==> config.mk <==
export PLATFORM = sky130hd
export DESIGN_NAME = kf2_ctrl
export DESIGN_NICKNAME = d
export VERILOG_FILES = /design/src/hdl/kf2_pkg.sv /design/src/hdl/kf2_ctrl.sv
export SDC_FILE = /design/constraint.sdc
export NUM_CORES = 1
export LEC_CHECK = 0
export BUFFER_PORTS_ARGS = -buffer_cell sky130_fd_sc_hd__buf_2
export CORE_MARGIN = 5
export CORE_UTILIZATION = 45
export DETAILED_ROUTE_END_ITERATION = 16
export GPL_TIMING_DRIVEN = 0
export PLACE_DENSITY_LB_ADDON = 0.15
export SLEW_MARGIN = 5
export SYNTH_ARGS = -nofsm -noshare
export SYNTH_HDL_FRONTEND = slang
export SYNTH_SLANG_ARGS = --single-unit
==> constraint.sdc <==
create_clock -name clk -period 7.3 [get_ports clk]
set_input_delay 1.46 -clock clk [delete_from_list [all_inputs] [get_ports clk]]
set_output_delay 1.46 -clock clk [all_outputs]
set_load 0.05 [all_outputs]
==> src/hdl/kf2_pkg.sv <==
package kf2_pkg;

    localparam int DataWidth = 32;
    localparam int FracBits  = 16;
    localparam int QWidth    = DataWidth - 1;
    localparam int IdxWidth  = 3;

    typedef logic signed [DataWidth-1:0] word_t;

    localparam word_t WordMax = {1'b0, {(DataWidth-1){1'b1}}};
    localparam word_t WordMin = {1'b1, {(DataWidth-1){1'b0}}};
    localparam word_t FixOne  = word_t'(64'sd1 <<< FracBits);

    // register indexes
    localparam logic [IdxWidth-1:0] RegPosFromVel  = 3'd0;
    localparam logic [IdxWidth-1:0] RegVelFromPos  = 3'd1;
    localparam logic [IdxWidth-1:0] RegVelFromVel  = 3'd2;
    localparam logic [IdxWidth-1:0] RegForceGain   = 3'd3;
    localparam logic [IdxWidth-1:0] RegQPosition   = 3'd4;
    localparam logic [IdxWidth-1:0] RegQVelocity   = 3'd5;
    localparam logic [IdxWidth-1:0] RegMeasNoise   = 3'd6;
    localparam logic [IdxWidth-1:0] RegInitPos     = 3'd7;

    // datapath operations
    typedef enum logic [1:0] {
        OP_MUL = 2'd0,
        OP_ADD = 2'd1,
        OP_SUB = 2'd2,
        OP_DIV = 2'd3
    } op_t;

    // operand / result slots in the register file
    typedef enum logic [4:0] {
        R_ZERO = 5'd0,  R_A   = 5'd1,  R_B   = 5'd2,  R_C   = 5'd3,
        R_G    = 5'd4,  R_QP  = 5'd5,  R_QV  = 5'd6,  R_R   = 5'd7,
        R_POS  = 5'd8,  R_VEL = 5'd9,  R_P0  = 5'd10, R_P1  = 5'd11,
        R_P2   = 5'd12, R_P3  = 5'd13, R_U   = 5'd14, R_Z   = 5'd15,
        R_ONE  = 5'd16, R_X0  = 5'd17, R_X1  = 5'd18, R_T0  = 5'd19,
        R_T1   = 5'd20, R_T2  = 5'd21, R_T3  = 5'd22, R_N0  = 5'd23,
        R_N1   = 5'd24, R_N2  = 5'd25, R_N3  = 5'd26, R_S   = 5'd27,
        R_K0   = 5'd28, R_K1  = 5'd29, R_Y   = 5'd30, R_TMP = 5'd31
    } slot_t;

    typedef struct packed {
        logic  start;
        op_t   op;
        slot_t src_a;
        slot_t src_b;
        slot_t dst;
    } dp_cmd_t;

    typedef struct packed {
        logic busy;
        logic done;
    } dp_stat_t;

    localparam int ProgLen = 44;
    localparam int PcWidth = 6;

    typedef struct packed {
        op_t   op;
        slot_t a;
        slot_t b;
        slot_t d;
    } instr_t;

    // microprogram, one entry per arithmetic step, in model order
    function automatic instr_t prog(input logic [PcWidth-1:0] pc);
        instr_t i;
        case (pc)
            6'd0:  i = '{OP_MUL, R_A,   R_VEL, R_TMP};
            6'd1:  i = '{OP_ADD, R_POS, R_TMP, R_X0};
            6'd2:  i = '{OP_MUL, R_B,   R_POS, R_X1};
            6'd3:  i = '{OP_MUL, R_C,   R_VEL, R_TMP};
            6'd4:  i = '{OP_ADD, R_X1,  R_TMP, R_X1};
            6'd5:  i = '{OP_MUL, R_G,   R_U,   R_TMP};
            6'd6:  i = '{OP_ADD, R_X1,  R_TMP, R_X1};
            6'd7:  i = '{OP_MUL, R_P1,  R_A,   R_TMP};
            6'd8:  i = '{OP_ADD, R_P0,  R_TMP, R_T0};
            6'd9:  i = '{OP_MUL, R_P3,  R_A,   R_TMP};
            6'd10: i = '{OP_ADD, R_P2,  R_TMP, R_T1};
            6'd11: i = '{OP_MUL, R_P0,  R_B,   R_T2};
            6'd12: i = '{OP_MUL, R_P1,  R_C,   R_TMP};
            6'd13: i = '{OP_ADD, R_T2,  R_TMP, R_T2};
            6'd14: i = '{OP_MUL, R_P2,  R_B,   R_T3};
            6'd15: i = '{OP_MUL, R_P3,  R_C,   R_TMP};
            6'd16: i = '{OP_ADD, R_T3,  R_TMP, R_T3};
            6'd17: i = '{OP_MUL, R_A,   R_T1,  R_TMP};
            6'd18: i = '{OP_ADD, R_T0,  R_TMP, R_N0};
            6'd19: i = '{OP_ADD, R_N0,  R_QP,  R_N0};
            6'd20: i = '{OP_MUL, R_A,   R_T3,  R_TMP};
            6'd21: i = '{OP_ADD, R_T2,  R_TMP, R_N1};
            6'd22: i = '{OP_MUL, R_B,   R_T0,  R_N2};
            6'd23: i = '{OP_MUL, R_C,   R_T1,  R_TMP};
            6'd24: i = '{OP_ADD, R_N2,  R_TMP, R_N2};
            6'd25: i = '{OP_MUL, R_B,   R_T2,  R_N3};
            6'd26: i = '{OP_MUL, R_C,   R_T3,  R_TMP};
            6'd27: i = '{OP_ADD, R_N3,  R_TMP, R_N3};
            6'd28: i = '{OP_ADD, R_N3,  R_QV,  R_N3};
            6'd29: i = '{OP_ADD, R_N0,  R_R,   R_S};
            6'd30: i = '{OP_DIV, R_N0,  R_S,   R_K0};
            6'd31: i = '{OP_DIV, R_N2,  R_S,   R_K1};
            6'd32: i = '{OP_SUB, R_Z,   R_X0,  R_Y};
            6'd33: i = '{OP_MUL, R_K0,  R_Y,   R_TMP};
            6'd34: i = '{OP_ADD, R_X0,  R_TMP, R_POS};
            6'd35: i = '{OP_MUL, R_K1,  R_Y,   R_TMP};
            6'd36: i = '{OP_ADD, R_X1,  R_TMP, R_VEL};
            6'd37: i = '{OP_SUB, R_ONE, R_K0,  R_Y};
            6'd38: i = '{OP_MUL, R_Y,   R_N0,  R_P0};
            6'd39: i = '{OP_MUL, R_Y,   R_N1,  R_P1};
            6'd40: i = '{OP_MUL, R_K1,  R_N0,  R_TMP};
            6'd41: i = '{OP_SUB, R_N2,  R_TMP, R_P2};
            6'd42: i = '{OP_MUL, R_K1,  R_N1,  R_TMP};
            6'd43: i = '{OP_SUB, R_N3,  R_TMP, R_P3};
            default: i = '{OP_ADD, R_ZERO, R_ZERO, R_TMP};
        endcase
        return i;
    endfunction

    function automatic word_t sat_wide(input logic signed [DataWidth+1:0] v);
        word_t r;
        if (v > (DataWidth+2)'(WordMax))
            r = WordMax;
        else if (v < (DataWidth+2)'(WordMin))
            r = WordMin;
        else
            r = v[DataWidth-1:0];
        return r;
    endfunction

endpackage

==> src/hdl/kf2_ctrl.sv <==
module kf2_ctrl (
    input  logic               clk,
    input  logic               rst_n,
    input  logic               in_fire,
    output logic               in_ready,
    output logic               load_in,
    output logic               out_load,
    input  logic               out_free,
    output kf2_pkg::dp_cmd_t   cmd,
    input  kf2_pkg::dp_stat_t  stat
);
    import kf2_pkg::*;

    typedef enum logic [3:0] {
        S_IDLE  = 4'b0001,
        S_ISSUE = 4'b0010,
        S_WAIT  = 4'b0100,
        S_OUT   = 4'b1000
    } state_t;

    state_t state_reg, state_next;
    logic [PcWidth-1:0] pc_reg, pc_next;
    instr_t ins;

    assign ins = prog(pc_reg);
    assign in_ready = (state_reg == S_IDLE);
    assign load_in = in_fire;

    always_comb
    begin
        state_next = state_reg;
        pc_next = pc_reg;
        cmd = '{start: 1'b0, op: ins.op, src_a: ins.a, src_b: ins.b, dst: ins.d};
        out_load = 1'b0;
        case (state_reg)
            S_IDLE:
                if (in_fire)
                begin
                    state_next = S_ISSUE;
                    pc_next = '0;
                end
            S_ISSUE:
            begin
                cmd.start = 1'b1;
                state_next = S_WAIT;
            end
            S_WAIT:
                if (stat.done)
                begin
                    if (pc_reg == PcWidth'(ProgLen - 1))
                        state_next = S_OUT;
                    else
                    begin
                        pc_next = pc_reg + 1'b1;
                        state_next = S_ISSUE;
                    end
                end
            S_OUT:
                if (out_free)
                begin
                    out_load = 1'b1;
                    state_next = S_IDLE;
                end
            default: state_next = S_IDLE;
        endcase
    end

    always_ff @(posedge clk or negedge rst_n)
    begin
        if (!rst_n)
        begin
            state_reg <= S_IDLE;
            pc_reg <= '0;
        end
        else
        begin
            state_reg <= state_next;
            pc_reg <= pc_next;
        end
    end

endmodule

==> key figures <==
Power and ir drop
  – PwrDens: 292 mW/mm^2
  – Clk pwr share: 9.8%
  – Seq pwr share: 14.2%
  – Switching Fraction: approximately three fifths
  – Cell-internal power: 231 uW
  – Pwr Total: around 560 uW
  – Gate power share: 76.0%
  – Leak: 0.798 nW
  – VDD IR-drop max: 0.000171 V
  – Net Switching: 330 uW

Route
  – Vias post-DR: 2040
  – Final wirelength: 5920 microns
  – Vias/cell: roughly 6.5
  – Routed Antenna Nets: 0
  – Detailed-route DRC error count: 0
  – Initial DRC Count: 470
  – Avg WL per Cell: 19.0 microns
  – TritonRoute pass-1 iters: 5

Cells and area
  – Syn-to-layout area delta: 13.6%
  – Share of layout cells above drive strength 1: 15.5%
  – Non-Filler Instances: 312
  – Layout filler cell count: 385
  – Max reg flops: 6
  – Diodes inserted: 0
  – Nets: 284

Setup path
  – R2R setup slack: 5.17 ns
  – Critical path's largest stage delay: 0.49 ns
  – R2r endpoint: pc_reg[1]
  – Worst Setup Path Type: reg -> out
  – FF-to-FF path depth: 5
  – CP startpoint kind: register
  – CP Buf/Inv Count: 3
  – Worst path cell trace: clkbuf_1 > inv_1 > ha_1 > nor2_1 > a21oi_1 > mux4_2 > o21ai_0 > buf_2
  – CP top delay family: buffers and inverters
  – Slowest-stage cell, CP: dfrtp_1
  – Worst path arrival time: between 3 and 4 ns
  – Reg2reg start: pc_reg[0]
  – Worst-path fanout max: 10
  – Setup crit end kind: output pin
  – CP required: 5.84 ns

Logic synthesis
  – Area contributors post-synth: dfrtp_1, ha_1, a21oi_1
  – Synthesized Nets: 254
  – Register area share after synthesis: 14.9%
  – Mapped Cells: 235
  – Post-synth EDFFs: 0
  – Yosys top cell by area: dfrtp_1
  – Most frequent cell after synthesis: a21oi_1
  – Main synth FF type: dfrtp_1
  – Commonest cells in the netlist: a21oi_1, o21ai_0, nor2_1
  – Syn Std Cell Area: 0.00169 sq mm
  – Area share of the leading cell type in the synthesized netlist: 13.3%
  – Synth Area per Inst: 7.20 sq um
  – Netlist cell types: 51
  – #FFs+latches synth: 10
  – Syn. warnings: 0
  – Asr flop ratio synth: 100%

GRT
  – Grt met1 use: roughly a third
  – Top Usage Layer GRT: met2
  – Antenna violations before repair: 0
  – Grt ovf: 0
  – Largest net degree at the start of global routing: 13
  – Vias in the first global route: around 1.8k
  – Met2 Use GR: 35.1%
  – GRT Total Usage: 22.9%
  – Global-route wire length before repair: 9400 microns
  – Met3 usage: approximately 3.5%

Hold path
  – Hold Path End: state_reg[3]
  – Min-delay worst type: reg -> reg
  – Worst Hold Depth: 1
  – Hold Startpoint: state_reg[1]

Floorplan
  – Placement Rows: 22
  – Die Y-Extent: 71.3 microns
  – Floorplan core area: 0.00366 sq mm
  – Initial Util: a little under half
  – Die width: 71.3 microns
  – Io pins: 27
  – Die Area: 0.00509 sq mm

Timing
  – Final hold vios: 0
  – Final slew viol count: 0
  – Final WS setup: roughly 2.4 ns
  – Slew HR: roughly two fifths
  – Clk_skew: 0.00307 ns
  – RSZ-0062 raised after global routing: no
  – # setup viols final: 0
  – Setup TNS: 0 ns
  – Final Cycle Share: 66.5%
  – Min Tclk post-route: between 4 and 5 ns
  – Worst-margin pin slew: 0.896 ns
  – Fmax: 206 MHz

CTS
  – TritonCTS clock tree: done
  – Total CTS buffers: 3
  – CTS max path bufs: 2
  – Post-CTS sizing: 0
  – CTS root buf: clkbuf_8
  – Postcts setup bufs: 0
  – Clock sinks: 10
  – Clock latency on the worst-skew pair: 0.22 ns
  – # H-tree levels: 1
  – Reg clk slew, reported paths: 0.04 ns
  – Hold Buf Count CTS: 0

Flow run
  – Max Cap Viol: 0

Outcome
  – Status: complete, no violations

Placed design
  – Pre-CTS WS: 2.79 ns
  – IO Port Bufs: 25
  – HPWL after DPL: 4290 microns
  – Gpl congestion: about 0.97
  – Cells after DPL: slightly above 300
## layout make-up
cell class	count	area, sq um	share of cell area [%]
clock buffer	4	45.0	2.34
multi-input combinational	193	1310	68.3
timing repair buffer	25	125	6.51
inverter	10	37.5	1.95
sequential	10	251	13.1
tap	48	60.1	3.12
buffer	22	91.3	4.75
## worst register-to-register path, cell delays in order, from the launching register on
cell and delay [ns]:
dfrtp_1 0.49, clkbuf_1 0.47, inv_1 0.30, ha_1 0.54
nand2_1 0.09, mux2i_1 0.16
## how the worst max path moves through the flow
stage                    from  slack, ns       to  cells after the start
detailed placement  pc_reg[0]       2.79  cmd[11]                      8
global placement    pc_reg[0]       2.68  cmd[11]                      8
floorplan           pc_reg[0]       2.73  cmd[11]                      7
global route        pc_reg[0]       2.31  cmd[11]                      8
finish              pc_reg[0]       2.44  cmd[11]                      8
CTS                 pc_reg[0]       2.52  cmd[11]                      8
## logic make-up (layout without fill, tap and decap cells)
kind of cell               count (synthesis)  count (layout)  synth area share (%)
and+or+nand+nor                           75              75                  23.4
adders and majority gates                 13              13                  9.61
AOI/OAI and AO/OA                         98              98                  39.7
buffers and inverters                     32              61                  7.61
DFF                                       10              10                  14.9
xor gates and xnor gates                   1               1                 0.517
muxes                                      6               6                  4.29
## layout by cell type (no fill, tap or decap), types with 6 or more instances in the layout
cell,netlist,final
inv_1,9,9
clkbuf_1,13,14
nor2_1,15,15
buf_2,4,29
nand2_1,14,14
nor3_1,6,6
nand3_1,7,7
dfrtp_1,9,9
nand2b_1,9,9
nor2b_1,11,11
a31oi_1,7,7
ha_1,13,13
a21oi_1,25,25
o21ai_0,19,19
## stage by stage
step,instance area (sq um),hold WS (ns),util (%)
after global placement,1880,0.559,51.3
final,1920,0.572,52.5
after CTS,1920,0.571,52.5
after floorplan,1690,0.509,-
after global routing,1920,0.622,52.5
after detailed placement,1880,0.562,51.3
## layer usage
layer | vias to the layer above | wire length (microns)
met5 | - | 0
met1 | 959 | 2550
met4 | 0 | 161
li1 | 937 | -
met2 | 123 | 2690
met3 | 21 | 515
## power groups by stage
stage               combinational (mW)  clock, mW  sequential, mW
finish                           0.427     0.0549          0.0798
global route                     0.451     0.0596          0.0812
CTS                              0.421     0.0574          0.0795
detailed placement               0.420          0          0.0802
global placement                 0.423          0          0.0802
floorplan                        0.335          0          0.0771
Note: power is estimated with default switching activity, not from simulation.
